### src/rtl/pat_pkg.sv
// ----------------------------------------------------------------------------
// pat_pkg
// Types and constants shared by the paged address translator modules.
// ----------------------------------------------------------------------------
package pat_pkg;

  localparam int ADDR_W      = 18;
  localparam int PC_W        = 7;
  localparam int FC_W        = 6;
  localparam int PB_W        = 13;
  localparam int IDX_W       = 12;
  localparam int OFF_W       = 12;
  localparam int FRAME_OUT_W = 5;
  localparam int PHYS_W      = 17;
  localparam int CFG_IDX_W   = 2;
  localparam int CFG_DATA_W  = 13;

  localparam logic [CFG_IDX_W-1:0] REG_PAGE_COUNT  = 2'd0;
  localparam logic [CFG_IDX_W-1:0] REG_FRAME_COUNT = 2'd1;
  localparam logic [CFG_IDX_W-1:0] REG_PAGE_BYTES  = 2'd2;

  localparam logic OP_TRANSLATE = 1'b0;
  localparam logic OP_ALLOCATE  = 1'b1;

  typedef enum logic [1:0] {
    ST_HIT     = 2'd0,
    ST_FAULT   = 2'd1,
    ST_INVALID = 2'd2,
    ST_ALLOC   = 2'd3
  } status_t;

  typedef struct packed {
    logic              op;
    logic [ADDR_W-1:0] virt_addr;
  } pat_req_t;

  typedef struct packed {
    status_t                status;
    logic [IDX_W-1:0]       page_index;
    logic [OFF_W-1:0]       page_offset;
    logic [FRAME_OUT_W-1:0] frame_no;
    logic [PHYS_W-1:0]      phys_addr;
  } pat_res_t;

  // effective (clamped) configuration
  typedef struct packed {
    logic [PC_W-1:0] page_count;
    logic [FC_W-1:0] frame_count;
    logic [PB_W-1:0] page_bytes;
  } pat_cfg_t;

  // classified request handed from front to back
  typedef struct packed {
    logic             alloc;
    logic             invalid;
    logic [IDX_W-1:0] page_index;
    logic [PB_W-1:0]  page_offset;
    logic [FC_W-1:0]  victim;
  } pat_cmd_t;

  typedef enum logic [1:0] {
    F_IDLE,
    F_DIV,
    F_MOD,
    F_PUSH
  } front_state_t;

  typedef enum logic [1:0] {
    B_IDLE,
    B_LOOK,
    B_MUL
  } back_state_t;

endpackage

### src/rtl/pat_front.sv
// ----------------------------------------------------------------------------
// pat_front
// Accepts requests, splits the address into page and offset with a two bit
// per cycle divider, range checks the page and works out its home frame.
// ----------------------------------------------------------------------------
module pat_front (
  input  logic             clk,
  input  logic             rst,
  input  logic             push,
  output logic             full,
  input  pat_pkg::pat_req_t request,
  input  pat_pkg::pat_cfg_t cfg,
  output logic             cmd_push,
  output pat_pkg::pat_cmd_t cmd,
  input  logic             cmd_full
);
  import pat_pkg::*;

  localparam int DIV_STEPS  = 2;
  localparam int DIV_CYCLES = ADDR_W / DIV_STEPS;
  localparam int CNT_W      = $clog2(ADDR_W + 1);

  front_state_t      state, state_next;
  logic [ADDR_W-1:0] quo;
  logic [PB_W-1:0]   rem;
  logic [PC_W-1:0]   mod_q;
  logic [FC_W-1:0]   mod_rem;
  logic [CNT_W-1:0]  cnt;

  logic [ADDR_W-1:0] q_w;
  logic [PB_W-1:0]   r_w;
  logic [PB_W:0]     trial;
  logic [FC_W:0]     m_trial;
  logic [PC_W-1:0]   mq_w;
  logic [FC_W-1:0]   mr_w;
  logic              invalid_w;
  logic              last;

  // restoring divide, two quotient bits a cycle
  always_comb begin
    q_w   = quo;
    r_w   = rem;
    trial = '0;
    for (int s = 0; s < DIV_STEPS; s++) begin
      trial = {r_w, q_w[ADDR_W-1]};
      q_w   = {q_w[ADDR_W-2:0], 1'b0};
      if (trial >= {1'b0, cfg.page_bytes}) begin
        trial  = trial - {1'b0, cfg.page_bytes};
        q_w[0] = 1'b1;
      end
      r_w = trial[PB_W-1:0];
    end
    invalid_w = q_w >= ADDR_W'(cfg.page_count);
  end

  // page mod frame count, one bit a cycle
  always_comb begin
    m_trial = {mod_rem, mod_q[PC_W-1]};
    mq_w    = {mod_q[PC_W-2:0], 1'b0};
    if (m_trial >= {1'b0, cfg.frame_count}) begin
      m_trial = m_trial - {1'b0, cfg.frame_count};
      mq_w[0] = 1'b1;
    end
    mr_w = m_trial[FC_W-1:0];
  end

  assign last     = cnt == CNT_W'(1);
  assign full     = state != F_IDLE;
  assign cmd_push = (state == F_PUSH) && !cmd_full;

  always_ff @(posedge clk) begin
    if (rst) begin
      state <= F_IDLE;
    end else begin
      state <= state_next;
    end
  end

  always_comb begin
    state_next = state;
    unique case (state)
      F_IDLE: begin
        if (push) begin
          state_next = (request.op == OP_ALLOCATE) ? F_PUSH : F_DIV;
        end
      end
      F_DIV: begin
        if (last) begin
          state_next = invalid_w ? F_PUSH : F_MOD;
        end
      end
      F_MOD: begin
        if (last) begin
          state_next = F_PUSH;
        end
      end
      F_PUSH: begin
        if (!cmd_full) begin
          state_next = F_IDLE;
        end
      end
      default: state_next = F_IDLE;
    endcase
  end

  always_ff @(posedge clk) begin
    case (state)
      F_IDLE: begin
        if (push) begin
          cmd.alloc       <= request.op == OP_ALLOCATE;
          cmd.invalid     <= 1'b0;
          cmd.page_index  <= '0;
          cmd.page_offset <= '0;
          cmd.victim      <= '0;
          quo             <= request.virt_addr;
          rem             <= '0;
          cnt             <= CNT_W'(DIV_CYCLES);
        end
      end
      F_DIV: begin
        quo <= q_w;
        rem <= r_w;
        if (last) begin
          cmd.page_index  <= q_w[IDX_W-1:0];
          cmd.page_offset <= r_w;
          cmd.invalid     <= invalid_w;
          // a valid page is below the page count, so it fits in PC_W bits
          mod_q           <= q_w[PC_W-1:0];
          mod_rem         <= '0;
          cnt             <= CNT_W'(PC_W);
        end else begin
          cnt <= cnt - 1'b1;
        end
      end
      F_MOD: begin
        mod_q   <= mq_w;
        mod_rem <= mr_w;
        cnt     <= cnt - 1'b1;
        if (last) begin
          cmd.victim <= mr_w;
        end
      end
      default: ;
    endcase
  end

endmodule

### src/rtl/pat_queue.sv
// ----------------------------------------------------------------------------
// pat_queue
// Two entry queue between front and back.
// ----------------------------------------------------------------------------
module pat_queue (
  input  logic             clk,
  input  logic             rst,
  input  logic             wr,
  input  pat_pkg::pat_cmd_t wdata,
  output logic             full,
  input  logic             rd,
  output pat_pkg::pat_cmd_t rdata,
  output logic             empty
);
  import pat_pkg::*;

  localparam int DEPTH = 2;
  localparam int AW    = $clog2(DEPTH);

  pat_cmd_t        entries [DEPTH];
  logic [AW-1:0]   wptr;
  logic [AW-1:0]   rptr;
  logic [AW:0]     count;

  assign full  = count == (AW + 1)'(DEPTH);
  assign empty = count == '0;
  assign rdata = entries[rptr];

  always_ff @(posedge clk) begin
    if (rst) begin
      wptr  <= '0;
      rptr  <= '0;
      count <= '0;
    end else begin
      if (wr && !full) begin
        wptr <= wptr + 1'b1;
      end
      if (rd && !empty) begin
        rptr <= rptr + 1'b1;
      end
      count <= count + (AW + 1)'(wr && !full) - (AW + 1)'(rd && !empty);
    end
  end

  always_ff @(posedge clk) begin
    if (wr && !full) begin
      entries[wptr] <= wdata;
    end
  end

endmodule

### src/rtl/pat_back.sv
// ----------------------------------------------------------------------------
// pat_back
// Carries out classified requests: page table and frame owner lookup and
// update, physical address scaling, and the result register.
// ----------------------------------------------------------------------------
module pat_back #(
  parameter int PAGE_SLOTS  = 64,
  parameter int FRAME_SLOTS = 32
) (
  input  logic             clk,
  input  logic             rst,
  input  pat_pkg::pat_cfg_t cfg,
  input  logic             q_empty,
  output logic             q_pop,
  input  pat_pkg::pat_cmd_t cmd,
  input  logic             pop,
  output logic             empty,
  output pat_pkg::pat_res_t result
);
  import pat_pkg::*;

  localparam int PAGE_AW  = $clog2(PAGE_SLOTS);
  localparam int FRAME_AW = (FRAME_SLOTS > 1) ? $clog2(FRAME_SLOTS) : 1;
  localparam int MUL_W    = FRAME_AW + PB_W;
  localparam int SUM_W    = (MUL_W + 1 > PHYS_W) ? MUL_W + 1 : PHYS_W;

  back_state_t state, state_next;

  // mapped and used flags, plus "identity" flags for entries set by allocate,
  // which saves sweeping the memories
  logic [PAGE_SLOTS-1:0]  page_mapped;
  logic [PAGE_SLOTS-1:0]  page_ident;
  logic [FRAME_SLOTS-1:0] frame_used;
  logic [FRAME_SLOTS-1:0] frame_ident;

  logic [FRAME_AW-1:0] page_frame_mem  [PAGE_SLOTS];
  logic [PAGE_AW-1:0]  frame_owner_mem [FRAME_SLOTS];
  logic [FRAME_AW-1:0] pf_rd;
  logic [PAGE_AW-1:0]  fo_rd;

  pat_cmd_t            cur;
  logic [FRAME_AW-1:0] frame_reg;
  status_t             status_reg;
  pat_res_t            res;
  logic                res_valid;

  logic [PAGE_AW-1:0]  hd_page;
  logic [FRAME_AW-1:0] hd_frame;
  logic [PAGE_AW-1:0]  p;
  logic [FRAME_AW-1:0] f;
  logic                hit;
  logic [FRAME_AW-1:0] hit_frame;
  logic [PAGE_AW-1:0]  old_page;
  logic                tbl_write;
  logic [PC_W-1:0]     alloc_n;
  logic [SUM_W-1:0]    phys_sum;

  assign hd_page   = PAGE_AW'(cmd.page_index[PC_W-1:0]);
  assign hd_frame  = FRAME_AW'(cmd.victim);
  assign p         = PAGE_AW'(cur.page_index[PC_W-1:0]);
  assign f         = FRAME_AW'(cur.victim);
  assign hit       = page_mapped[p];
  assign hit_frame = page_ident[p] ? FRAME_AW'(p) : pf_rd;
  assign old_page  = frame_ident[f] ? PAGE_AW'(f) : fo_rd;
  assign tbl_write = (state == B_LOOK) && !cur.alloc && !cur.invalid && !hit;
  assign alloc_n   = (cfg.page_count < {1'b0, cfg.frame_count}) ?
                     cfg.page_count : {1'b0, cfg.frame_count};
  assign phys_sum  = SUM_W'(frame_reg) * SUM_W'(cfg.page_bytes) + SUM_W'(cur.page_offset);

  assign q_pop  = (state == B_IDLE) && !q_empty && !res_valid;
  assign empty  = !res_valid;
  assign result = res;

  always_ff @(posedge clk) begin
    if (rst) begin
      state <= B_IDLE;
    end else begin
      state <= state_next;
    end
  end

  always_comb begin
    state_next = state;
    unique case (state)
      B_IDLE: begin
        if (q_pop) begin
          state_next = B_LOOK;
        end
      end
      B_LOOK: state_next = (cur.alloc || cur.invalid) ? B_IDLE : B_MUL;
      B_MUL:  state_next = B_IDLE;
      default: state_next = B_IDLE;
    endcase
  end

  // tables; read address is the queue head, used the cycle after the pop
  always_ff @(posedge clk) begin
    if (tbl_write) begin
      page_frame_mem[p]  <= f;
      frame_owner_mem[f] <= p;
    end
    pf_rd <= page_frame_mem[hd_page];
    fo_rd <= frame_owner_mem[hd_frame];
  end

  always_ff @(posedge clk) begin
    if (rst) begin
      page_mapped <= '0;
      page_ident  <= '0;
      frame_used  <= '0;
      frame_ident <= '0;
    end else if (state == B_LOOK && cur.alloc) begin
      for (int i = 0; i < PAGE_SLOTS; i++) begin
        page_mapped[i] <= i < int'(alloc_n);
        page_ident[i]  <= i < int'(alloc_n);
      end
      for (int j = 0; j < FRAME_SLOTS; j++) begin
        frame_used[j]  <= j < int'(alloc_n);
        frame_ident[j] <= j < int'(alloc_n);
      end
    end else if (tbl_write) begin
      // evict previous owner first; the new page's set below takes priority
      if (frame_used[f]) begin
        page_mapped[old_page] <= 1'b0;
      end
      page_mapped[p] <= 1'b1;
      page_ident[p]  <= 1'b0;
      frame_used[f]  <= 1'b1;
      frame_ident[f] <= 1'b0;
    end
  end

  always_ff @(posedge clk) begin
    if (rst) begin
      res_valid <= 1'b0;
    end else if (state == B_LOOK && (cur.alloc || cur.invalid)) begin
      res_valid <= 1'b1;
    end else if (state == B_MUL) begin
      res_valid <= 1'b1;
    end else if (pop && res_valid) begin
      res_valid <= 1'b0;
    end
  end

  always_ff @(posedge clk) begin
    if (q_pop) begin
      cur <= cmd;
    end
    if (state == B_LOOK) begin
      frame_reg  <= hit ? hit_frame : f;
      status_reg <= hit ? ST_HIT : ST_FAULT;
      if (cur.alloc) begin
        res.status      <= ST_ALLOC;
        res.page_index  <= '0;
        res.page_offset <= '0;
        res.frame_no    <= '0;
        res.phys_addr   <= '0;
      end else if (cur.invalid) begin
        res.status      <= ST_INVALID;
        res.page_index  <= cur.page_index;
        res.page_offset <= cur.page_offset[OFF_W-1:0];
        res.frame_no    <= '0;
        res.phys_addr   <= '0;
      end
    end
    if (state == B_MUL) begin
      res.status      <= status_reg;
      res.page_index  <= cur.page_index;
      res.page_offset <= cur.page_offset[OFF_W-1:0];
      res.frame_no    <= FRAME_OUT_W'(frame_reg);
      res.phys_addr   <= phys_sum[PHYS_W-1:0];
    end
  end

endmodule

### src/rtl/paged_address_translator_unit.sv
// ----------------------------------------------------------------------------
// paged_address_translator_unit
// Paged address translator: page table, frame owner table and address split.
// ----------------------------------------------------------------------------
// A translate request passes through the front end in these steps: accept,
// a two bit per cycle divide by the page size, a one bit per cycle page mod
// frame count, hand-off; one that falls outside the page count skips the
// mod, and an allocate request goes from accept straight to hand-off. The
// front divider sets the sustained rate. A two entry queue separates it from
// the back end, which does the table lookup and update and the frame times
// page size scaling, so requests keep being accepted while a result waits
// to be popped, until the queue fills. No clearing pass is needed after
// reset.
module paged_address_translator_unit #(
  parameter int PAGE_SLOTS     = 64,
  parameter int FRAME_SLOTS    = 32,
  parameter int MAX_PAGE_BYTES = 4096
) (
  input  logic                                clk,
  input  logic                                rst,
  input  logic                                push,
  output logic                                full,
  input  pat_pkg::pat_req_t                   request,
  input  logic                                pop,
  output logic                                empty,
  output pat_pkg::pat_res_t                   result,
  input  logic                                cfg_write,
  input  logic [pat_pkg::CFG_IDX_W-1:0]       cfg_index,
  input  logic [pat_pkg::CFG_DATA_W-1:0]      cfg_data
);
  import pat_pkg::*;

  logic [PC_W-1:0] page_count;
  logic [FC_W-1:0] frame_count;
  logic [PB_W-1:0] page_bytes;
  pat_cfg_t        cfg;

  logic     cmd_push;
  pat_cmd_t cmd_in;
  logic     cmd_full;
  logic     cmd_pop;
  pat_cmd_t cmd_head;
  logic     cmd_empty;

  always_ff @(posedge clk) begin
    if (rst) begin
      page_count  <= PC_W'(64);
      frame_count <= FC_W'(32);
      page_bytes  <= PB_W'(4096);
    end else if (cfg_write) begin
      unique case (cfg_index)
        REG_PAGE_COUNT:  page_count  <= cfg_data[PC_W-1:0];
        REG_FRAME_COUNT: frame_count <= cfg_data[FC_W-1:0];
        REG_PAGE_BYTES:  page_bytes  <= cfg_data[PB_W-1:0];
        default: ;
      endcase
    end
  end

  // saturate to the supported ranges
  always_comb begin
    cfg.page_count  = page_count;
    cfg.frame_count = frame_count;
    cfg.page_bytes  = page_bytes;
    if (page_count == '0) begin
      cfg.page_count = PC_W'(1);
    end else if (int'(page_count) > PAGE_SLOTS) begin
      cfg.page_count = PC_W'(PAGE_SLOTS);
    end
    if (frame_count == '0) begin
      cfg.frame_count = FC_W'(1);
    end else if (int'(frame_count) > FRAME_SLOTS) begin
      cfg.frame_count = FC_W'(FRAME_SLOTS);
    end
    if (page_bytes == '0) begin
      cfg.page_bytes = PB_W'(1);
    end else if (int'(page_bytes) > MAX_PAGE_BYTES) begin
      cfg.page_bytes = PB_W'(MAX_PAGE_BYTES);
    end
  end

  pat_front u_front (
    .clk      (clk),
    .rst      (rst),
    .push     (push),
    .full     (full),
    .request  (request),
    .cfg      (cfg),
    .cmd_push (cmd_push),
    .cmd      (cmd_in),
    .cmd_full (cmd_full)
  );

  pat_queue u_queue (
    .clk   (clk),
    .rst   (rst),
    .wr    (cmd_push),
    .wdata (cmd_in),
    .full  (cmd_full),
    .rd    (cmd_pop),
    .rdata (cmd_head),
    .empty (cmd_empty)
  );

  pat_back #(
    .PAGE_SLOTS  (PAGE_SLOTS),
    .FRAME_SLOTS (FRAME_SLOTS)
  ) u_back (
    .clk     (clk),
    .rst     (rst),
    .cfg     (cfg),
    .q_empty (cmd_empty),
    .q_pop   (cmd_pop),
    .cmd     (cmd_head),
    .pop     (pop),
    .empty   (empty),
    .result  (result)
  );

endmodule

### config.mk
export PLATFORM = sky130hd
export DESIGN_NAME = paged_address_translator_unit
export DESIGN_NICKNAME = d
export VERILOG_FILES = /design/src/rtl/pat_pkg.sv /design/src/rtl/pat_front.sv /design/src/rtl/pat_queue.sv /design/src/rtl/pat_back.sv /design/src/rtl/paged_address_translator_unit.sv
export SDC_FILE = /design/constraint.sdc
export NUM_CORES = 2
export LEC_CHECK = 0
export BUFFER_PORTS_ARGS = -buffer_cell sky130_fd_sc_hd__clkbuf_2
export CAP_MARGIN = 5
export CORE_MARGIN = 4
export CORE_UTILIZATION = 55
export CTS_CLUSTER_DIAMETER = 50
export DETAILED_ROUTE_END_ITERATION = 10
export GPL_TIMING_DRIVEN = 0
export MAX_ROUTING_LAYER = met4
export PLACE_DENSITY = 0.83
export REMOVE_ABC_BUFFERS = 1
export SYNTH_ARGS = -nofsm -noshare
export SYNTH_HDL_FRONTEND = slang
export SYNTH_SLANG_ARGS = --single-unit
### constraint.sdc
create_clock -name clk -period 7.4 [get_ports clk]
set_clock_uncertainty 0.1 [all_clocks]
set_input_delay 0.37 -clock clk [delete_from_list [all_inputs] [get_ports clk]]
set_output_delay 0.37 -clock clk [all_outputs]
set_load 0.1 [all_outputs]
==> metrics.md <==
| Metric | Value |
|---|---|
| Clock share of power | `25.7%` |
| Met3 routed WL | `between 10 and 15 mm` |
| CP peak stage delay | `0.46 ns` |
| M1 WL | `approximately 46 mm` |
| Ys async rst share | `0%` |
| Worst Max-Slew Pin Slew | `approximately 1.5 ns` |
| CTS Buf Count | `just over 100` |
| Max VDD drop | `approximately 370 uV` |
| Top-count cell post-synth | `edfxtp_1` |
| Top Layer Used | `met4` |
| Netlist cell types | `slightly above 90` |
| Synth top cells by count | `edfxtp_1 (743), nand2_1 (703), nand3_1 (240), dfxtp_1 (239), clkbuf_1 (202)` |
| Prevailing post-synth register cell | `edfxtp_1` |
| Synth area leaders | `edfxtp_1 (49%), dfxtp_1 (11%), nand2_1 (5.8%), nand3_1 (2.6%), ha_1 (2.2%)` |
| Part of the power in registers | `37.7%` |
| Share of layout cells above drive strength 1 | `11.9%` |
| Min Hold Slack | `between 0.015 and 0.02 ns` |
| Routed Antenna Nets | `0` |
| Fin nets | `~4,300` |
| Grt ovf | `0` |
| Pre-antenna DRT Iters | `8` |
| Rel. slew slack | `-0.201%` |
| Crit path max-delay family | `compound AO/OA/AOI/OAI gates` |
| Post-Syn Area per Cell | `11.3 sq um` |
| Cell Area, Synth | `45,600 sq um` |
| Via count | `about 34,000` |
| Number of synthesized flops with an enable pin | `743` |
| Static leakage | `18.8 nW` |
| RSZ-0062 raised after global routing | `false` |
| CTS tree | `built` |
| Yosys warns | `0` |
| CTS root buf | `clkbuf_16` |
| Final slew viol count | `1` |
| Top flop regs | `u_back.page_frame_mem x320, u_back.frame_owner_mem x192` |
| CTS H-tree lvls | `3` |
| Routed WL | `126 mm` |
| CP Max Fanout | `19` |
| Cells after synthesis | `between 4,000 and 5,000` |
| CP required | `7.73 ns` |
| Gr usage total | `29.2%` |
| Cell taking the most area after synthesis | `edfxtp_1` |
| Status | `finished with violations` |
| DR iter-0 viols | `~5,200` |
| Area grow syn2layout | `14.0%` |
| Clock slew at reported path FFs | `0.06 ns` |
| Failing checks | `capacitance limit, slew limit` |
| Slowest library cell on the worst path | `dfxtp_2` |
| IO Port Bufs | `88` |
| Fmax | `143 MHz` |
| Fin crit share | `94.3%` |
| CTS sink cnt | `982` |
| Max reg flops | `320` |
| Post-DR wirelength/cell | `about 24 um` |
| DP Wirelength | `81.3 mm` |
| Die height | `around 300 um` |
| Initial antenna violation count | `1` |
| GP Congestion | `about 0.95` |
| Part of the power in combinational logic | `a little over a third` |
| Worst min path class | `input pin to flop` |
| Final hold vios | `0` |
| Pwr dens | `just under 400 nW/um^2` |
| Sequential area share after synthesis | `59.5%` |
| Core area | `around 82,000 sq um` |
| Vias/cell | `between 6 and 7` |
| WL met2 | `58.4 mm` |
| Ports | `slightly below 90` |
| Final WS setup | `0.424 ns` |
| Largest net degree at the start of global routing | `about 150` |
| First-pass GRT wire length | `193 mm` |
| Rows | `around 110` |
| Chip width | `296 um` |
| Most flop-heavy register | `u_back.page_frame_mem` |
| Net switching fraction of the power | `37.5%` |
| CP Launch Type | `flop` |
| Fin Setup TNS | `0 ns` |
| DRC violations left | `0` |
| Period minus WS final | `around 7 ns` |
| Die ar. | `87,500 sq um` |
| Clk Latency, worst-skew pair | `0.69 ns` |
| Switching power | `between 7 and 8 mW` |
| Yosys reg bits | `roughly 980` |
| Arr. time, crit path | `7.30 ns` |
| P_int | `12.8 mW` |
| Final instance area | `51,900 sq um` |
| Vias in the first global route | `33,438` |
| Worst Path Buf+Inv | `4` |
| Post-DP Area | `between 40,000 and 50,000 sq um` |
| CTS Buffer Depth | `3` |
| CP most frequent cell | `a21o_1` |
| Kind of critical path | `flop to flop` |
| Initial core utilization | `55.5%` |
| Final setup vio count | `0` |
| Max cap viols | `1` |
| Worst R2R Setup Slack | `0.42 ns` |
| Share of the synthesized area in the top cell type | `slightly below 50%` |
| Crit. End Element | `flop` |
| Pre-CTS setup slack | `-0.0181 ns` |
[worst register-to-register path: cells and delay by family, from the launching register on]
| family | cells | cell delay [ns] |
|---|---|---|
| AO/OA/AOI/OAI | 12 | 2.47 |
| AND/OR/NAND/NOR | 8 | 1.51 |
| adder cells (fa/ha/maj) | 3 | 1.06 |
| buffers and inverters | 4 | 0.76 |
| flip-flops | 1 | 0.46 |
| multiplexers | 1 | 0.37 |
[through the flow]
stage	cells	power (mW)	utilization [%]
2_1_floorplan	3782	12.4	-
3_3_place_gp	4940	14.4	56.3
3_5_place_dp	5008	15.0	58.5
4_1_cts	5233	20.2	63.1
5_1_grt	5242	21.3	63.2
6_report	5242	20.5	63.2
[worst paths after layout]
| check | startpoint | end | cells past startpoint |
|---|---|---|---|
| min | push | u_front.cmd[32]$_DFFE_PP_ | 2 |
| max | page_bytes[12]$_SDFFE_PP1P_ | u_front.cmd[31]$_SDFFCE_PN0P_ | 28 |
| min reg2reg | u_front.cmd[6]$_SDFFCE_PN0P_ | u_queue.entries[1][6]$_DFFE_PP_ | 0 |
| max reg2reg | page_bytes[12]$_SDFFE_PP1P_ | u_front.cmd[31]$_SDFFCE_PN0P_ | 28 |
[cells by family after synthesis]
family	share of synthesized area, %
simple gates	15.6
compound gates	12.0
fa+ha+maj	4.33
buf+inv	3.61
mux	4.26
xor+xnor	0.692
flops	59.5
[layer usage]
metal  up-vias  global-route usage, %
met5         -                      -
met4         0                   14.8
met3       559                   5.96
met2      2363                   45.1
met1     16511                   36.8
li1      14921                      -
[power groups by stage]
stage	Clock, mW	Sequential (mW)	Combinational, mW
final	5.27	7.73	7.50
after global routing	5.52	7.77	7.99
after CTS	5.27	7.68	7.26
after detailed placement	0	7.78	7.18
after global placement	0	8.19	6.16
after floorplan	0	8.31	4.04
[placed cells by master, fill, tap and decap left out, types with 14 or more instances in the layout]
| cell type | n |
|---|---|
| mux2i_1 | 71 |
| nor2b_1 | 44 |
| nor3_1 | 51 |
| o21ai_0 | 126 |
| a22oi_1 | 22 |
| a21oi_1 | 187 |
| nor2_1 | 170 |
| inv_1 | 131 |
| fa_1 | 48 |
| xnor2_1 | 27 |
| nand3b_1 | 16 |
| and3_1 | 74 |
| clkinv_2 | 16 |
| mux2_2 | 64 |
| a311oi_1 | 93 |
| a31oi_1 | 51 |
| nand2_1 | 702 |
| nand2b_1 | 20 |
| dfxtp_1 | 237 |
| clkbuf_2 | 91 |
| clkbuf_1 | 19 |
| dlygate4sd3_1 | 33 |
| and2_1 | 90 |
| o211ai_1 | 103 |
| a21boi_0 | 23 |
| ha_1 | 80 |
| nand4_1 | 19 |
| o21a_1 | 21 |
| a21o_1 | 24 |
| clkbuf_16 | 108 |
| edfxtp_1 | 743 |
| mux4_2 | 18 |
| nand3_1 | 240 |
| buf_16 | 45 |
| o21ai_1 | 14 |
| a211oi_1 | 23 |
[layout make-up]
cell class              count  area (sq um)
diodes                      1          2.50
clock buffers             143          2960
clock inverters            49           514
fillers                  5720         30200
inverters                 143           546
multi-input cells        2657         17100
flip-flops and latches    982         27100
well taps                1070          1340
repair buffers            197          2420
[what timing repair did]
item,4_1_cts,5_1_grt
hold buffers,33,0
cloned,0,0
setup endpoints to repair,2,2
setup buffers,0,4
gates resized for setup,1,6
endpoints found under the hold margin,46,0
pin swaps,0,1
(Power assumes the default switching activity.)
